### config.mk
export PLATFORM = sky130hd
export DESIGN_NAME = drum_step_sequencer_unit
export DESIGN_NICKNAME = d
export VERILOG_FILES = /design/src/dss_pkg.sv /design/src/dss_track_mem.sv /design/src/dss_track_update.sv /design/src/dss_msg_fifo.sv /design/src/drum_step_sequencer_unit.sv
export SDC_FILE = /design/constraint.sdc
export NUM_CORES = 1
export LEC_CHECK = 0
export BUFFER_PORTS_ARGS = -buffer_cell sky130_fd_sc_hd__buf_4
export CAP_MARGIN = 5
export CORE_MARGIN = 4
export CORE_UTILIZATION = 40
export DETAILED_ROUTE_END_ITERATION = 12
export PLACE_DENSITY = 0.53
export SLEW_MARGIN = 20
export SYNTH_ARGS = -nofsm -noshare
export SYNTH_HDL_FRONTEND = slang
export SYNTH_SLANG_ARGS = --single-unit
### constraint.sdc
create_clock -name clk -period 8.3 [get_ports clk]
set_clock_uncertainty 0.1 [all_clocks]
set_input_delay 0.83 -clock clk [delete_from_list [all_inputs] [get_ports clk]]
set_output_delay 0.83 -clock clk [all_outputs]
set_load 0.01 [all_outputs]
### src/dss_pkg.sv
// Shared types, constants and codes for the drum step sequencer.
`default_nettype none
package dss_pkg;

	// Geometry of the pattern grid
	localparam int TRACKS = 4;
	localparam int STEPS  = 16;
	localparam int TRK_W  = (TRACKS > 1) ? $clog2(TRACKS) : 1;
	localparam int POS_W  = (STEPS > 1) ? $clog2(STEPS) : 1;
	localparam int LEN_W  = 10;
	localparam int NOTE_W = 7;

	// Result queue sizing
	localparam int FIFO_DEPTH = 16;
	localparam int FPTR_W     = $clog2(FIFO_DEPTH);
	localparam int FCNT_W     = $clog2(FIFO_DEPTH + 1);

	// Message and tempo constants
	localparam logic [NOTE_W-1:0] VEL_ON      = 7'd100;
	localparam logic [7:0]        TEMPO_MIN   = 8'd40;
	localparam logic [7:0]        TEMPO_MAX   = 8'd240;
	localparam logic [7:0]        TEMPO_RESET = 8'd120;

	// Configuration register map
	localparam logic [2:0] CFG_NOTE_BASE = 3'd0;
	localparam logic [2:0] CFG_LEN_BASE  = 3'd4;
	localparam logic [NOTE_W-1:0] NOTE_RESET [4] = '{7'd36, 7'd38, 7'd42, 7'd46};
	localparam logic [LEN_W-1:0]  LEN_RESET  [4] = '{10'd200, 10'd150, 10'd50, 10'd300};

	// Input operation codes
	typedef enum logic [2:0] {
		OP_TICK     = 3'd0,
		OP_STEP     = 3'd1,
		OP_TOGGLE   = 3'd2,
		OP_CLEAR    = 3'd3,
		OP_PLAY     = 3'd4,
		OP_STOP     = 3'd5,
		OP_TEMPO_DN = 3'd6,
		OP_TEMPO_UP = 3'd7
	} op_e;

	// Input transaction payload
	typedef struct packed {
		logic [2:0] op;
		logic [1:0] cell_track;
		logic [3:0] cell_step;
		logic       link_up;
	} in_item_t;

	// Result transaction payload
	typedef struct packed {
		logic              msg_valid;
		logic              is_note_on;
		logic [NOTE_W-1:0] note_number;
		logic [NOTE_W-1:0] velocity;
		logic [1:0]        msg_track;
		logic [3:0]        position;
		logic              running;
		logic [7:0]        tempo_bpm;
		logic              last;
	} out_item_t;

	// One entry of the per-track memory
	typedef struct packed {
		logic [STEPS-1:0] row;
		logic [LEN_W-1:0] cnt;
	} trk_entry_t;

	// Command context handed to the per-track update
	typedef struct packed {
		logic [2:0]       op;
		logic             link;
		logic             play_before;
		logic             cell_ok;
		logic [TRK_W-1:0] sel_trk;
		logic [POS_W-1:0] col;
	} trk_cmd_t;

	// Per-track update verdict
	typedef struct packed {
		logic msg_v;
		logic msg_on;
	} trk_msg_t;

endpackage
`default_nettype wire

### src/dss_track_mem.sv
// Per-track state memory: pattern row and release countdown, with write bypass.
`default_nettype none
module dss_track_mem (
	input  wire                      clk,
	input  wire                      arst_n,
	input  wire                      we,
	input  wire [dss_pkg::TRK_W-1:0] waddr,
	input  dss_pkg::trk_entry_t      wdata,
	input  wire                      re,
	input  wire [dss_pkg::TRK_W-1:0] raddr,
	output dss_pkg::trk_entry_t      rdata
);
	import dss_pkg::*;

	trk_entry_t          track_mem_q [TRACKS];
	logic [TRACKS-1:0]   entry_vld_q;
	trk_entry_t          rdata_q;

	// Storage array, no reset
	always_ff @(posedge clk) begin
		if (we) begin
			track_mem_q[waddr] <= wdata;
		end
	end

	// Entry valid bits: an unwritten entry reads as zero
	always_ff @(posedge clk or negedge arst_n) begin
		if (!arst_n) begin
			entry_vld_q <= '0;
		end else if (we) begin
			entry_vld_q[waddr] <= 1'b1;
		end
	end

	// Registered read, new data wins on a same-entry write
	always_ff @(posedge clk) begin
		if (re) begin
			if (we && (waddr == raddr)) begin
				rdata_q <= wdata;
			end else if (entry_vld_q[raddr]) begin
				rdata_q <= track_mem_q[raddr];
			end else begin
				rdata_q <= '0;
			end
		end
	end

	assign rdata = rdata_q;

endmodule
`default_nettype wire

### src/dss_track_update.sv
// Read-modify-write logic for one track entry under one command.
`default_nettype none
module dss_track_update (
	input  dss_pkg::trk_cmd_t        cmd,
	input  wire [dss_pkg::TRK_W-1:0] trk,
	input  dss_pkg::trk_entry_t      cur,
	input  wire [dss_pkg::LEN_W-1:0] len,
	output dss_pkg::trk_entry_t      nxt,
	output dss_pkg::trk_msg_t        msg
);
	import dss_pkg::*;

	always_comb begin
		nxt = cur;
		msg = '0;
		case (op_e'(cmd.op))
			OP_TICK: begin
				// countdown, note-off on reaching zero
				if (cur.cnt != '0) begin
					nxt.cnt   = cur.cnt - 1'b1;
					msg.msg_v = (cur.cnt == LEN_W'(1));
				end
			end
			OP_STEP: begin
				// note-on for a set cell, retrigger reloads the countdown
				if (cmd.play_before && cmd.link && cur.row[cmd.col]) begin
					nxt.cnt    = (len == '0) ? LEN_W'(1) : len;
					msg.msg_v  = 1'b1;
					msg.msg_on = 1'b1;
				end
			end
			OP_TOGGLE: begin
				if (cmd.cell_ok && (trk == cmd.sel_trk)) begin
					nxt.row[cmd.col] = ~cur.row[cmd.col];
				end
			end
			OP_CLEAR: begin
				nxt.row = '0;
			end
			OP_PLAY, OP_STOP: begin
				// flush a pending note (play acts as stop only while running)
				if (((op_e'(cmd.op) == OP_STOP) || cmd.play_before) && (cur.cnt != '0)) begin
					nxt.cnt   = '0;
					msg.msg_v = 1'b1;
				end
			end
			default: begin
				nxt = cur;
			end
		endcase
	end

endmodule
`default_nettype wire

### src/dss_msg_fifo.sv
// Result queue between the track sweep and the output channel.
`default_nettype none
module dss_msg_fifo (
	input  wire                       clk,
	input  wire                       arst_n,
	input  wire                       push,
	input  dss_pkg::out_item_t        push_data,
	input  wire                       pop,
	output dss_pkg::out_item_t        head,
	output logic [dss_pkg::FCNT_W-1:0] count
);
	import dss_pkg::*;

	out_item_t          slot_q [FIFO_DEPTH];
	logic [FPTR_W-1:0]  wptr_q;
	logic [FPTR_W-1:0]  rptr_q;
	logic [FCNT_W-1:0]  cnt_q;

	// Slot storage
	always_ff @(posedge clk) begin
		if (push) begin
			slot_q[wptr_q] <= push_data;
		end
	end

	// Pointers and fill count
	always_ff @(posedge clk or negedge arst_n) begin
		if (!arst_n) begin
			wptr_q <= '0;
			rptr_q <= '0;
			cnt_q  <= '0;
		end else begin
			if (push) begin
				wptr_q <= wptr_q + 1'b1;
			end
			if (pop) begin
				rptr_q <= rptr_q + 1'b1;
			end
			case ({push, pop})
				2'b10:   cnt_q <= cnt_q + 1'b1;
				2'b01:   cnt_q <= cnt_q - 1'b1;
				default: cnt_q <= cnt_q;
			endcase
		end
	end

	assign head  = slot_q[rptr_q];
	assign count = cnt_q;

endmodule
`default_nettype wire

### src/drum_step_sequencer_unit.sv
// Top level of the four-track, sixteen-step drum pattern sequencer.
// Usage:
//   in channel (in_valid/in_ready/in_data) takes one command transaction: ms tick,
//   sixteenth step, cell toggle, grid clear, play toggle, stop or tempo step.
//   out channel (out_valid/out_ready/out_data) returns one result per MIDI message
//   in track order, or one empty result when a command sends nothing; the final
//   result of each command has last set. Status fields give the state after it.
//   cfg_we/cfg_idx/cfg_wdata write the note numbers (0..3) and lengths (4..7).
// Sweep:
//   A command occupies the track memory port for one read per track, one track
//   entry read, updated and written back per cycle, so a new command is taken
//   only once the sweep of the last one has been issued. Its last result is queued
//   from the finish stage and reaches the port in the cycle after when the queue is empty.
// Stalls: results wait in a 16-entry queue; in_ready drops while the queue
//   cannot hold the worst-case output of every command in flight.
// Reset: grid and countdowns clear, position 0, stopped, tempo 120, and the
//   note and length registers return to their defaults. No clearing pass is
//   needed; the block accepts commands right after reset.
`default_nettype none
module drum_step_sequencer_unit (
	input  wire                 clk,
	input  wire                 arst_n,
	input  wire                 in_valid,
	output logic                in_ready,
	input  dss_pkg::in_item_t   in_data,
	output logic                out_valid,
	input  wire                 out_ready,
	output dss_pkg::out_item_t  out_data,
	input  wire                 cfg_we,
	input  wire [2:0]           cfg_idx,
	input  wire [9:0]           cfg_wdata
);
	import dss_pkg::*;

	typedef struct packed {
		logic [3:0] position;
		logic       running;
		logic [7:0] tempo_bpm;
	} stat_t;

	typedef struct packed {
		trk_cmd_t cmd;
		stat_t    stat;
	} item_ctx_t;

	typedef struct packed {
		logic              on;
		logic [1:0]        trk;
		logic [NOTE_W-1:0] note;
	} held_msg_t;

	// Configuration registers
	logic [NOTE_W-1:0] note_q [4];
	logic [LEN_W-1:0]  len_q  [4];

	// Global sequencer state
	logic [POS_W-1:0] pos_q;
	logic             play_q;
	logic [7:0]       tempo_q;

	// Issue control
	logic             iss_busy_q;
	logic [TRK_W-1:0] iss_trk_q;
	item_ctx_t        ctx_q;

	// Read-data stage
	logic             v_s1;
	logic             first_s1;
	logic             last_s1;
	logic [TRK_W-1:0] trk_s1;
	item_ctx_t        ctx_s1;

	// Finish stage
	logic             fin_v_s2;
	stat_t            fin_stat_s2;

	// Held message and in-flight count
	logic             held_v_q;
	held_msg_t        held_q;
	logic [1:0]       inflight_q;

	logic             accept;
	logic             rd_en;
	logic [TRK_W-1:0] rd_addr;
	logic             rd_last;
	item_ctx_t        ctx_new;
	item_ctx_t        ctx_n;
	logic [POS_W-1:0] pos_n;
	logic             play_n;
	logic [7:0]       tempo_n;
	trk_entry_t       rd_entry;
	trk_entry_t       wr_entry;
	trk_msg_t         upd_msg;
	held_msg_t        new_msg;
	logic             mid_push;
	logic             push;
	out_item_t        push_data;
	logic [FCNT_W-1:0] fifo_cnt;
	logic             credit_ok;

	// Configuration writes
	always_ff @(posedge clk or negedge arst_n) begin
		if (!arst_n) begin
			for (int i = 0; i < 4; i++) begin
				note_q[i] <= NOTE_RESET[i];
				len_q[i]  <= LEN_RESET[i];
			end
		end else if (cfg_we) begin
			if (cfg_idx < CFG_LEN_BASE) begin
				note_q[2'(cfg_idx - CFG_NOTE_BASE)] <= cfg_wdata[NOTE_W-1:0];
			end else begin
				len_q[2'(cfg_idx - CFG_LEN_BASE)] <= cfg_wdata[LEN_W-1:0];
			end
		end
	end

	// Admission: room in the queue for every command in flight plus this one
	assign credit_ok = (32'(fifo_cnt) + TRACKS * (32'(inflight_q) + 1)) <= FIFO_DEPTH;
	assign in_ready  = !iss_busy_q && credit_ok;
	assign accept    = in_valid && in_ready;

	// Global state update and command context at acceptance
	always_comb begin
		pos_n   = pos_q;
		play_n  = play_q;
		tempo_n = tempo_q;
		case (op_e'(in_data.op))
			OP_STEP: begin
				if (play_q) begin
					pos_n = (pos_q == POS_W'(STEPS - 1)) ? '0 : pos_q + 1'b1;
				end
			end
			OP_PLAY: begin
				if (play_q) begin
					play_n = 1'b0;
				end else begin
					pos_n  = '0;
					play_n = 1'b1;
				end
			end
			OP_STOP: begin
				play_n = 1'b0;
			end
			OP_TEMPO_DN: begin
				if (tempo_q > TEMPO_MIN) begin
					tempo_n = tempo_q - 1'b1;
				end
			end
			OP_TEMPO_UP: begin
				if (tempo_q < TEMPO_MAX) begin
					tempo_n = tempo_q + 1'b1;
				end
			end
			default: begin
				pos_n = pos_q;
			end
		endcase

		ctx_new.cmd.op          = in_data.op;
		ctx_new.cmd.link        = in_data.link_up;
		ctx_new.cmd.play_before = play_q;
		ctx_new.cmd.cell_ok     = (32'(in_data.cell_track) < TRACKS) &&
		                          (32'(in_data.cell_step) < STEPS);
		ctx_new.cmd.sel_trk     = TRK_W'(in_data.cell_track);
		ctx_new.cmd.col         = (op_e'(in_data.op) == OP_TOGGLE) ?
		                          POS_W'(in_data.cell_step) : pos_q;
		ctx_new.stat.position   = 4'(pos_n);
		ctx_new.stat.running    = play_n;
		ctx_new.stat.tempo_bpm  = tempo_n;
		ctx_n = accept ? ctx_new : ctx_q;
	end

	// Track read issue: track 0 at acceptance, the rest on following cycles
	assign rd_en   = accept || iss_busy_q;
	assign rd_addr = accept ? '0 : iss_trk_q;
	assign rd_last = accept ? (TRACKS == 1) : (iss_trk_q == TRK_W'(TRACKS - 1));

	always_ff @(posedge clk or negedge arst_n) begin
		if (!arst_n) begin
			pos_q      <= '0;
			play_q     <= 1'b0;
			tempo_q    <= TEMPO_RESET;
			iss_busy_q <= 1'b0;
			iss_trk_q  <= '0;
		end else begin
			if (accept) begin
				pos_q      <= pos_n;
				play_q     <= play_n;
				tempo_q    <= tempo_n;
				iss_busy_q <= (TRACKS > 1);
				iss_trk_q  <= TRK_W'(1);
			end else if (iss_busy_q) begin
				iss_trk_q <= iss_trk_q + 1'b1;
				if (rd_last) begin
					iss_busy_q <= 1'b0;
				end
			end
		end
	end

	// Command context, read stage and finish status registers
	always_ff @(posedge clk) begin
		ctx_q <= ctx_n;
		if (rd_en) begin
			ctx_s1 <= ctx_n;
			trk_s1 <= rd_addr;
		end
		if (v_s1 && last_s1) begin
			fin_stat_s2 <= ctx_s1.stat;
		end
	end

	always_ff @(posedge clk or negedge arst_n) begin
		if (!arst_n) begin
			v_s1     <= 1'b0;
			first_s1 <= 1'b0;
			last_s1  <= 1'b0;
			fin_v_s2 <= 1'b0;
		end else begin
			v_s1     <= rd_en;
			first_s1 <= accept;
			last_s1  <= rd_en && rd_last;
			fin_v_s2 <= v_s1 && last_s1;
		end
	end

	// Track state memory
	dss_track_mem u_mem (
		.clk    (clk),
		.arst_n (arst_n),
		.we     (v_s1),
		.waddr  (trk_s1),
		.wdata  (wr_entry),
		.re     (rd_en),
		.raddr  (rd_addr),
		.rdata  (rd_entry)
	);

	// Per-track update
	dss_track_update u_upd (
		.cmd (ctx_s1.cmd),
		.trk (trk_s1),
		.cur (rd_entry),
		.len (len_q[2'(trk_s1)]),
		.nxt (wr_entry),
		.msg (upd_msg)
	);

	assign new_msg.on   = upd_msg.msg_on;
	assign new_msg.trk  = 2'(trk_s1);
	assign new_msg.note = note_q[2'(trk_s1)];

	// One message is held back so the final one can carry last
	assign mid_push = v_s1 && !first_s1 && upd_msg.msg_v && held_v_q;
	assign push     = fin_v_s2 || mid_push;

	always_comb begin
		push_data = '0;
		if (fin_v_s2) begin
			if (held_v_q) begin
				push_data.msg_valid   = 1'b1;
				push_data.is_note_on  = held_q.on;
				push_data.note_number = held_q.note;
				push_data.velocity    = held_q.on ? VEL_ON : '0;
				push_data.msg_track   = held_q.trk;
			end
			push_data.position  = fin_stat_s2.position;
			push_data.running   = fin_stat_s2.running;
			push_data.tempo_bpm = fin_stat_s2.tempo_bpm;
			push_data.last      = 1'b1;
		end else begin
			push_data.msg_valid   = 1'b1;
			push_data.is_note_on  = held_q.on;
			push_data.note_number = held_q.note;
			push_data.velocity    = held_q.on ? VEL_ON : '0;
			push_data.msg_track   = held_q.trk;
			push_data.position    = ctx_s1.stat.position;
			push_data.running     = ctx_s1.stat.running;
			push_data.tempo_bpm   = ctx_s1.stat.tempo_bpm;
			push_data.last        = 1'b0;
		end
	end

	// Held message and in-flight command count
	always_ff @(posedge clk or negedge arst_n) begin
		if (!arst_n) begin
			held_v_q   <= 1'b0;
			inflight_q <= '0;
		end else begin
			if (v_s1 && first_s1) begin
				held_v_q <= upd_msg.msg_v;
			end else if (v_s1 && upd_msg.msg_v) begin
				held_v_q <= 1'b1;
			end
			case ({accept, fin_v_s2})
				2'b10:   inflight_q <= inflight_q + 1'b1;
				2'b01:   inflight_q <= inflight_q - 1'b1;
				default: inflight_q <= inflight_q;
			endcase
		end
	end

	always_ff @(posedge clk) begin
		if (v_s1 && upd_msg.msg_v) begin
			held_q <= new_msg;
		end
	end

	// Result queue
	dss_msg_fifo u_fifo (
		.clk       (clk),
		.arst_n    (arst_n),
		.push      (push),
		.push_data (push_data),
		.pop       (out_valid && out_ready),
		.head      (out_data),
		.count     (fifo_cnt)
	);

	assign out_valid = (fifo_cnt != '0);

`ifndef SYNTHESIS
	// The admission check must keep the queue from overflowing
	a_no_overflow: assert property (@(posedge clk) disable iff (!arst_n)
		push |-> (fifo_cnt != FCNT_W'(FIFO_DEPTH)))
		else $error("result queue overflow");

	// A finishing command never collides with a mid-sweep push
	a_one_push: assert property (@(posedge clk) disable iff (!arst_n)
		fin_v_s2 |-> !mid_push)
		else $error("two result pushes in one cycle");

	// At most two commands are between acceptance and finish
	a_inflight: assert property (@(posedge clk) disable iff (!arst_n)
		inflight_q != 2'd3)
		else $error("in-flight command count out of range");

	// An accepted command starts its sweep with track zero next cycle
	a_sweep_start: assert property (@(posedge clk) disable iff (!arst_n)
		accept |=> (v_s1 && first_s1 && (trk_s1 == '0)))
		else $error("sweep did not start on track zero");
`endif

endmodule
`default_nettype wire
==> reports/results.tsv, run 1 <==
stage	metric	value	unit
status	status	complete, no violations	
detailed_routing	Iteration-0 DRC Markers	1251	
layout	most frequent cells in the layout	580 x edfxtp_1, 143 x mux4_2, 123 x nand2_1	
sta	final setup TNS	0	ns
detailed_routing	Vias	15265	
floorplanning	Die X	278	um
worst_setup_path	CP Cell Sequence	ha_1, inv_1, fa_1, nor4b_1, o221ai_4, buf_4, nand2_1, buf_4, clkinv_1, buf_4, o22ai_1, nand2_1, a32o_1	
grt	first-pass GRT wire length	103000	um
sta	FMAX	218	MHz
detailed_routing	DRC Markers	0	
cts	clk slew on worst S/H paths	0.06	ns
synthesis	number of synthesized flops with an enable pin	580	
pwr	leakage power	0.0112	uW
cts	clk buf depth	3	
worst_setup_path	R2R setup slack	3.70	ns
sta	final hold violations	0	
synthesis	Seq cells post-synth	713	
layout	final core occ	46.0	%
worst_setup_path	FF-to-FF End	u_mem.rdata[23]$_DFFE_PP_	
cts	CTS tree	built	
detailed_routing	first drt pass iteration count	5	
layout	filler instances	6182	
grt	Total GRT Usage	17.4	%
placement	DP Area	30700	um^2
grt	largest net degree at the start of global routing	63	
placement	dpl cells	2606	
synthesis	Post-Synthesis Cells	1671	
sta	Slew @ Worst Pin	1.08	ns
layout	diode count	0	
cts	number of H-tree levels	3	
grt	vias in the first global route	16127	
floorplanning	core area	72000	um^2
synthesis	Syn Area/Cell	17.5	um^2
floorplanning	num rows	98	
detailed_routing	final wirelength	67000	um
layout	Syn-to-layout area delta	13.2	%
layout	Post-Layout Cell Count	2738	
sta	RSZ-0062 raised after global routing	false	
cts	clock sinks	713	
layout	commonest non-fill, non-tap cell in the layout	edfxtp_1	
cts	Clock Latency Late Sink	0.62	ns
cts	Setup Fix Bufs, Post-CTS	0	
sta	Slew headroom	27.6	%
placement	GP Congestion	0.819	
worst_setup_path	Worst Setup Start Kind	flop	
sta	crit path time final	4.60	ns
worst_setup_path	Worst Reg-to-Reg Cells	13	
placement	Post-DP HPWL	37600	um
detailed_routing	Post-DRT Antenna Nets	0	
worst_setup_path	largest stage delay on the critical path	0.58	ns
sta	Final period util	55.4	%
worst_setup_path	FF-to-FF Start	inflight_q[0]$_DFFE_PN0P_	
worst_setup_path	element type at the critical path end	flop	
cts	Post-CTS Resized	0	
layout	post-route cell area	33100	um^2
cts	root buffer cell	clkbuf_16	
worst_setup_path	CP required	8.56	ns
pwr	total power	13000	uW
worst_setup_path	CP endpoint	u_mem.rdata[23]$_DFFE_PP_	
grt	GRT overflow	0	
sta	max-slew violations	0	
synthesis	ys async rst share	15.1	%
layout	final net count	1787	
sta	# setup viols final	0	
synthesis	synthesized area	29200	um^2
floorplanning	DIE HEIGHT	278	um
floorplanning	io pins	62	
run	max-cap violations	0	
synthesis	Netlist cell types	76	
floorplanning	die footprint	77500	um^2
worst_hold_path	worst hold-check path type	input pin to async pin	
worst_setup_path	most frequent cell on the critical path	buf_4	
placement	I/O Buffers	57	
cts	CTS Hold Buffers Added	0	
worst_setup_path	crit-path max FO	48	
worst_setup_path	Worst path slowest cell	nor4b_1	
synthesis	Synthesis Warnings	0	
detailed_routing	detail-routed via count per cell	5.58	
synthesis	Top FF cell, synth	edfxtp_1	
worst_setup_path	Worst setup startpoint	inflight_q[0]$_DFFE_PN0P_	
layout	share of cells above drive strength 1	26.9	%
worst_setup_path	Worst Path Arrival	4.85	ns
pwr	peak supply drop	0.000200	V
synthesis	sequential area share after synthesis	70.6	%
cts	CTS Buf Count	76	
detailed_routing	Routed wire per std cell	24.5	um
pwr	Power Density	393	nW/um^2
grt	initial antenna violation count	0	
floorplanning	Starting Density	40.6	%
worst_setup_path	kind of critical path	flop to flop	
## report_power, final
part	total, uW	leakage (uW)	internal, uW	switching (uW)
logic	4270	0.00330	1810	2460
registers	5520	0.00672	5050	465
clock network	3220	0.00116	1850	1370
total	13000	0.0112	8710	4290
## critical path, delay by kind of cell (launching register included)
family / cells / cell delay (ns)
simple gates: 3 / 0.80
fa+ha+maj: 2 / 0.82
compound gates: 3 / 0.65
flops: 1 / 0.43
buf+inv: 5 / 1.51
## through the flow
step | setup slack (ns) | hold WS (ns)
after detailed placement | 3.68 | 0.321
after floorplan | 4.17 | 0.304
final | 3.70 | 0.181
after CTS | 3.61 | 0.172
after global placement | 3.66 | 0.321
after global routing | 3.31 | 0.208
## metal layers
layer | vias to the layer above | wire [um] | global-route usage, %
met5 | - | 0 | 0
met4 | 0 | 1570 | 4.86
met3 | 105 | 2690 | 2.80
met2 | 325 | 33600 | 29.4
met1 | 8055 | 29100 | 23.6
li1 | 6780 | - | -
## worst min path at each step
stage | from | to | slack (ns) | cells past startpoint
CTS | arst_n | u_fifo.rptr_q[3]$_DFFE_PN0P_ | 0.17 | 1
finish | arst_n | len_q[16]$_DFFE_PN0P_ | 0.18 | 1
global route | arst_n | len_q[29]$_DFFE_PN0P_ | 0.21 | 1
floorplan | ctx_q[19]$_DFF_P_ | ctx_q[19]$_DFF_P_ | 0.30 | 1
global placement | ctx_q[19]$_DFF_P_ | ctx_q[19]$_DFF_P_ | 0.32 | 1
detailed placement | ctx_q[19]$_DFF_P_ | ctx_q[19]$_DFF_P_ | 0.32 | 1
## final cells by class
| type | count | area (um^2) | share of cell area [%] |
|---|---|---|---|
| repair buffers | 81 | 641 | 1.94 |
| clock buffers | 105 | 2110 | 6.38 |
| multi-input cells | 835 | 8120 | 24.5 |
| flip-flops and latches | 713 | 20700 | 62.4 |
| clock inverters | 26 | 265 | 0.801 |
| well taps | 950 | 1190 | 3.59 |
| inverters | 28 | 105 | 0.318 |
## synth_stat cells, drive strengths merged (6+ instances only)
master / instances / area share, %
o22ai: 25 / 0.53
ha: 22 / 0.94
buf: 38 / 0.69
o221ai: 6 / 0.18
nor3: 21 / 0.42
nor2b: 10 / 0.21
o21a: 8 / 0.21
xnor2: 14 / 0.42
dfrtp: 78 / 6.7
and2: 20 / 0.43
nand2b: 9 / 0.19
mux2i: 23 / 0.79
nand2: 124 / 1.6
clkbuf: 60 / 0.77
nor3b: 6 / 0.15
dfstp: 30 / 2.7
o21ai: 31 / 0.53
o31ai: 11 / 0.28
dfxtp: 25 / 1.7
nand4: 9 / 0.19
edfxtp: 580 / 60
a21oi: 22 / 0.42
a22oi: 6 / 0.15
a32o: 21 / 0.72
xor2: 13 / 0.39
inv: 25 / 0.32
a221o: 8 / 0.27
o211ai: 16 / 0.41
and3: 18 / 0.39
mux4: 143 / 11
a211oi: 6 / 0.15
nor2: 48 / 0.62
mux2: 85 / 3.3
a21o: 6 / 0.15
nand3: 37 / 0.63
## flip-flops by register name, summed over array words and instances, names as in the netlist, 8 cells and up
register,flops
u_mem.track_mem_q,104
tempo_q,8
len_q,40
note_q,28
u_mem.rdata,26
ctx_s1,25
u_fifo.slot_q,400
fin_stat_s2,13
ctx_q,25
held_q,10
## logic make-up after synthesis
family	count (synthesis)	share of synthesized area, %
other	1	0.0128
DFF	713	70.6
and+or+nand+nor	333	5.66
muxes	251	15.1
buffers and inverters	126	1.83
xor gates and xnor gates	27	0.809
AOI/OAI and AO/OA	196	4.90
adders and majority gates	24	1.08
No activity file was read; power rests on OpenSTA's default activity.
==> run 2: changes to the inputs <==
Settings changed: ABC_AREA set to 1, PLACE_DENSITY 0.53 to 0.55.
Clock period 8.3 ns to 3.9 ns, I/O delays scaled along.
==> run 2 against run 1 <==
Effect of this change: power up 120%; register-to-register slack lost 3.3 ns; count of clock-buffer cells in the layout down 6; sequential share of layout area down 3.2 points; combinational power up 150%; sequential power increased by 110%; synthesized cell count increased by 59%; worst hold slack lost 0.13 ns; design area up 5.3%; first-iteration DRC count up 44%; critical endpoint is now u_mem.rdata[11]$_DFFE_PP_; largest cell class unchanged; largest power group unchanged; highest routed layer is now met5.
==> reports/results.tsv, run 2 <==
stage	metric	value	unit
worst_setup_path	CP Cell Sequence	ha_1, inv_1, fa_1, nand3b_1, nand2_1, nand3_4, nand2_4, inv_1, o21ai_0, nand2_2, nand3_1, nand2_1	
pwr	clock share of power	23.8	%
floorplanning	core area	75900	um^2
synthesis	post-synthesis adder-cell area fraction	1.03	%
layout	Largest register FFs	400	
cts	Setup Fix Bufs, Post-CTS	0	
worst_setup_path	Worst path slowest cell	fa_1	
sta	RSZ-0062 raised after global routing	false	
cts	number of H-tree levels	3	
detailed_routing	Routed wire per std cell	19.4	um
cts	clk buf depth	3	
grt	initial antenna violation count	1	
cts	root buffer cell	clkbuf_16	
detailed_routing	final wirelength	74100	um
detailed_routing	Vias	20004	
run	max-cap violations	0	
layout	Syn-to-layout area delta	13.8	%
synthesis	Seq cells post-synth	713	
worst_setup_path	element type at the critical path end	flop	
synthesis	number of synthesized flops with an enable pin	580	
worst_setup_path	crit-path max FO	26	
grt	Total GRT Usage	18.0	%
sta	Final period util	89.2	%
sta	final hold violations	0	
detailed_routing	first drt pass iteration count	6	
worst_setup_path	Worst Setup Start Kind	flop	
status	status	complete, no violations	
synthesis	ys async rst share	15.1	%
cts	CTS tree	built	
floorplanning	io pins	62	
layout	final net count	2782	
floorplanning	Die X	285	um
synthesis	Commonest cells post-synth	580 x edfxtp_1, 533 x nand2_1, 257 x nor2_1	
synthesis	post-synthesis compound-gate area fraction	9.63	%
cts	clk slew on worst S/H paths	0.06	ns
placement	GP Congestion	0.847	
pwr	Net Sw Power	11000	uW
synthesis	Syn Area/Cell	11.5	um^2
sta	Slew headroom	32.1	%
detailed_routing	DRC Markers	0	
cts	Clock Latency Late Sink	0.62	ns
pwr	peak supply drop	0.000519	V
synthesis	post-synthesis mux area share	2.52	%
detailed_routing	detail-routed via count per cell	5.24	
synthesis	largest family of logic cells by synthesized area	simple AND/OR/NAND/NOR gates	
grt	first-pass GRT wire length	115000	um
pwr	leakage power	0.0132	uW
grt	vias in the first global route	19822	
pwr	Switching Share	37.9	%
worst_hold_path	worst hold-check path type	input pin to flop	
sta	final setup TNS	0	ns
detailed_routing	Iteration-0 DRC Markers	1807	
synthesis	most common cell in the netlist	edfxtp_1	
synthesis	Synth area leaders	edfxtp_1 57%, nand2_1 6.5%, dfrtp_1 6.4%	
synthesis	post-synth top area share	56.8	%
grt	GRT overflow	0	
sta	# setup viols final	0	
sta	Slew @ Worst Pin	1.01	ns
grt	largest net degree at the start of global routing	148	
layout	Reg with most FFs	u_fifo.slot_q	
cts	CTS Buf Count	78	
synthesis	synthesized area	30600	um^2
layout	Multi-input gate area	8630	um^2
placement	Post-DP HPWL	43800	um
sta	crit path time final	3.48	ns
synthesis	simple-gate area share of the yosys netlist	14.2	%
placement	I/O Buffers	57	
worst_setup_path	largest delay contributor family on the critical path	simple AND/OR/NAND/NOR gates	
placement	dpl cells	3669	
layout	largest registers	u_fifo.slot_q x400, u_mem.track_mem_q x104, len_q x40	
layout	FF+latch area	20700	um^2
worst_setup_path	kind of critical path	flop to flop	
synthesis	cell taking the most area after synthesis	edfxtp_1	
pwr	Power Density	832	nW/um^2
layout	commonest non-fill, non-tap cell in the layout	edfxtp_1	
synthesis	Top FF cell, synth	edfxtp_1	
sta	FMAX	288	MHz
pwr	internal power	18000	uW
synthesis	Post-Synthesis Cells	2663	
pwr	Combinational Power Share	36.3	%
layout	Post-Layout Cell Count	3821	
worst_setup_path	CP required	4.16	ns
floorplanning	num rows	101	
worst_setup_path	Worst Path Arrival	3.73	ns
synthesis	XOR/XNOR Fraction of Synth Area	0.510	%
floorplanning	DIE HEIGHT	285	um
sta	max-slew violations	0	
pwr	sequential share of power	40.0	%
layout	share of cells above drive strength 1	11.1	%
layout	most frequent cells in the layout	580 x edfxtp_1, 532 x nand2_1, 254 x o21ai_0	
synthesis	sequential area share after synthesis	67.4	%
floorplanning	die footprint	81100	um^2
layout	diode count	0	
worst_setup_path	CP bufs+invs	2	
detailed_routing	Post-DRT Antenna Nets	0	
cts	clock sinks	713	
floorplanning	Starting Density	40.3	%
layout	filler instances	6888	
worst_setup_path	largest stage delay on the critical path	0.50	ns
synthesis	Synthesis Warnings	0	
synthesis	Netlist cell types	51	
[run 2: cell count changes after synthesis, moves of 25 or more]
cell,before,now
nand3_1,37,140
mux4_2,143,0
mux2_2,85,0
nor2_1,47,257
a21oi_1,21,47
o22ai_1,25,0
nand2_1,124,533
inv_1,25,182
nand3b_1,1,26
o21ai_0,31,254
o221ai_1,6,79
mux2i_1,23,77
[run 2: per-stage QoR]
stage	setup slack [ns]	hold slack, ns	total power [uW]	instance area, um^2	utilization, %
6_report	0.423	0.0558	29000	34900	45.9
5_1_grt	0.126	0.0589	30900	34900	45.9
4_1_cts	0.356	0.0405	29300	34900	45.9
3_5_place_dp	0.380	0.318	22300	32400	42.6
3_3_place_gp	0.504	0.315	22100	32400	42.6
2_1_floorplan	0.329	-0.00559	18800	30700	-
[run 2: metal layers]
layer	share of wire, %	global-route usage (%)
met5	0.012	0
met4	2.7	5.49
met3	5.5	2.82
met2	49	30.4
met1	43	24.1
[run 2: worst paths after layout]
path | slack [ns] | to | cells past startpoint | from
setup / recovery | 0.42 | u_mem.rdata[11]$_DFFE_PP_ | 12 | inflight_q[0]$_DFFE_PN0P_
hold / removal | 0.06 | u_fifo.rptr_q[1]$_DFFE_PN0P_ | 4 | out_ready
setup reg to reg | 0.42 | u_mem.rdata[11]$_DFFE_PP_ | 12 | inflight_q[0]$_DFFE_PN0P_
hold reg to reg | 0.33 | ctx_q[19]$_DFF_P_ | 1 | ctx_q[19]$_DFF_P_
max in group asynchronous | 2.52 | note_q[12]$_DFFE_PN1P_ | 3 | arst_n
min in group asynchronous | 0.30 | tempo_q[2]$_DFFE_PN0P_ | 2 | arst_n
[run 2: layout make-up]
class	instances	share of cell area, %
clock buffers	99	6.03
clock inverters	42	0.847
well taps	1030	3.70
flip-flops and latches	713	59.3
multi-input cells	1617	24.7
repair buffers	126	3.29
inverters	194	2.11
[run 2: cell families after synthesis]
| group | after synthesis |
|---|---|
| DFF | 713 |
| buffers and inverters | 336 |
| muxes | 77 |
| other | 1 |
| AOI/OAI and AO/OA | 483 |
| adders and majority gates | 24 |
| and+or+nand+nor | 1012 |
| xor gates and xnor gates | 17 |
[run 2: power groups by stage]
stage	clock (uW)	combinational (uW)	sequential (uW)
4_1_cts	7070	10700	11600
3_3_place_gp	0	10400	11700
2_1_floorplan	0	7490	11300
5_1_grt	7410	11800	11700
6_report	6890	10500	11600
3_5_place_dp	0	10600	11700
[run 2: timing repair]
item	in CTS	in global routing
resized for setup	0	0
hold endpoints to repair	54	0
hold buffers	11	0
[run 2: worst reg2reg max path: cells and delay by family, from the launching register on]
kind            cells  cell delay [ns]
flops               1             0.42
compound gates      1             0.22
fa+ha+maj           2             0.82
buf+inv             2             0.19
simple gates        7             1.48
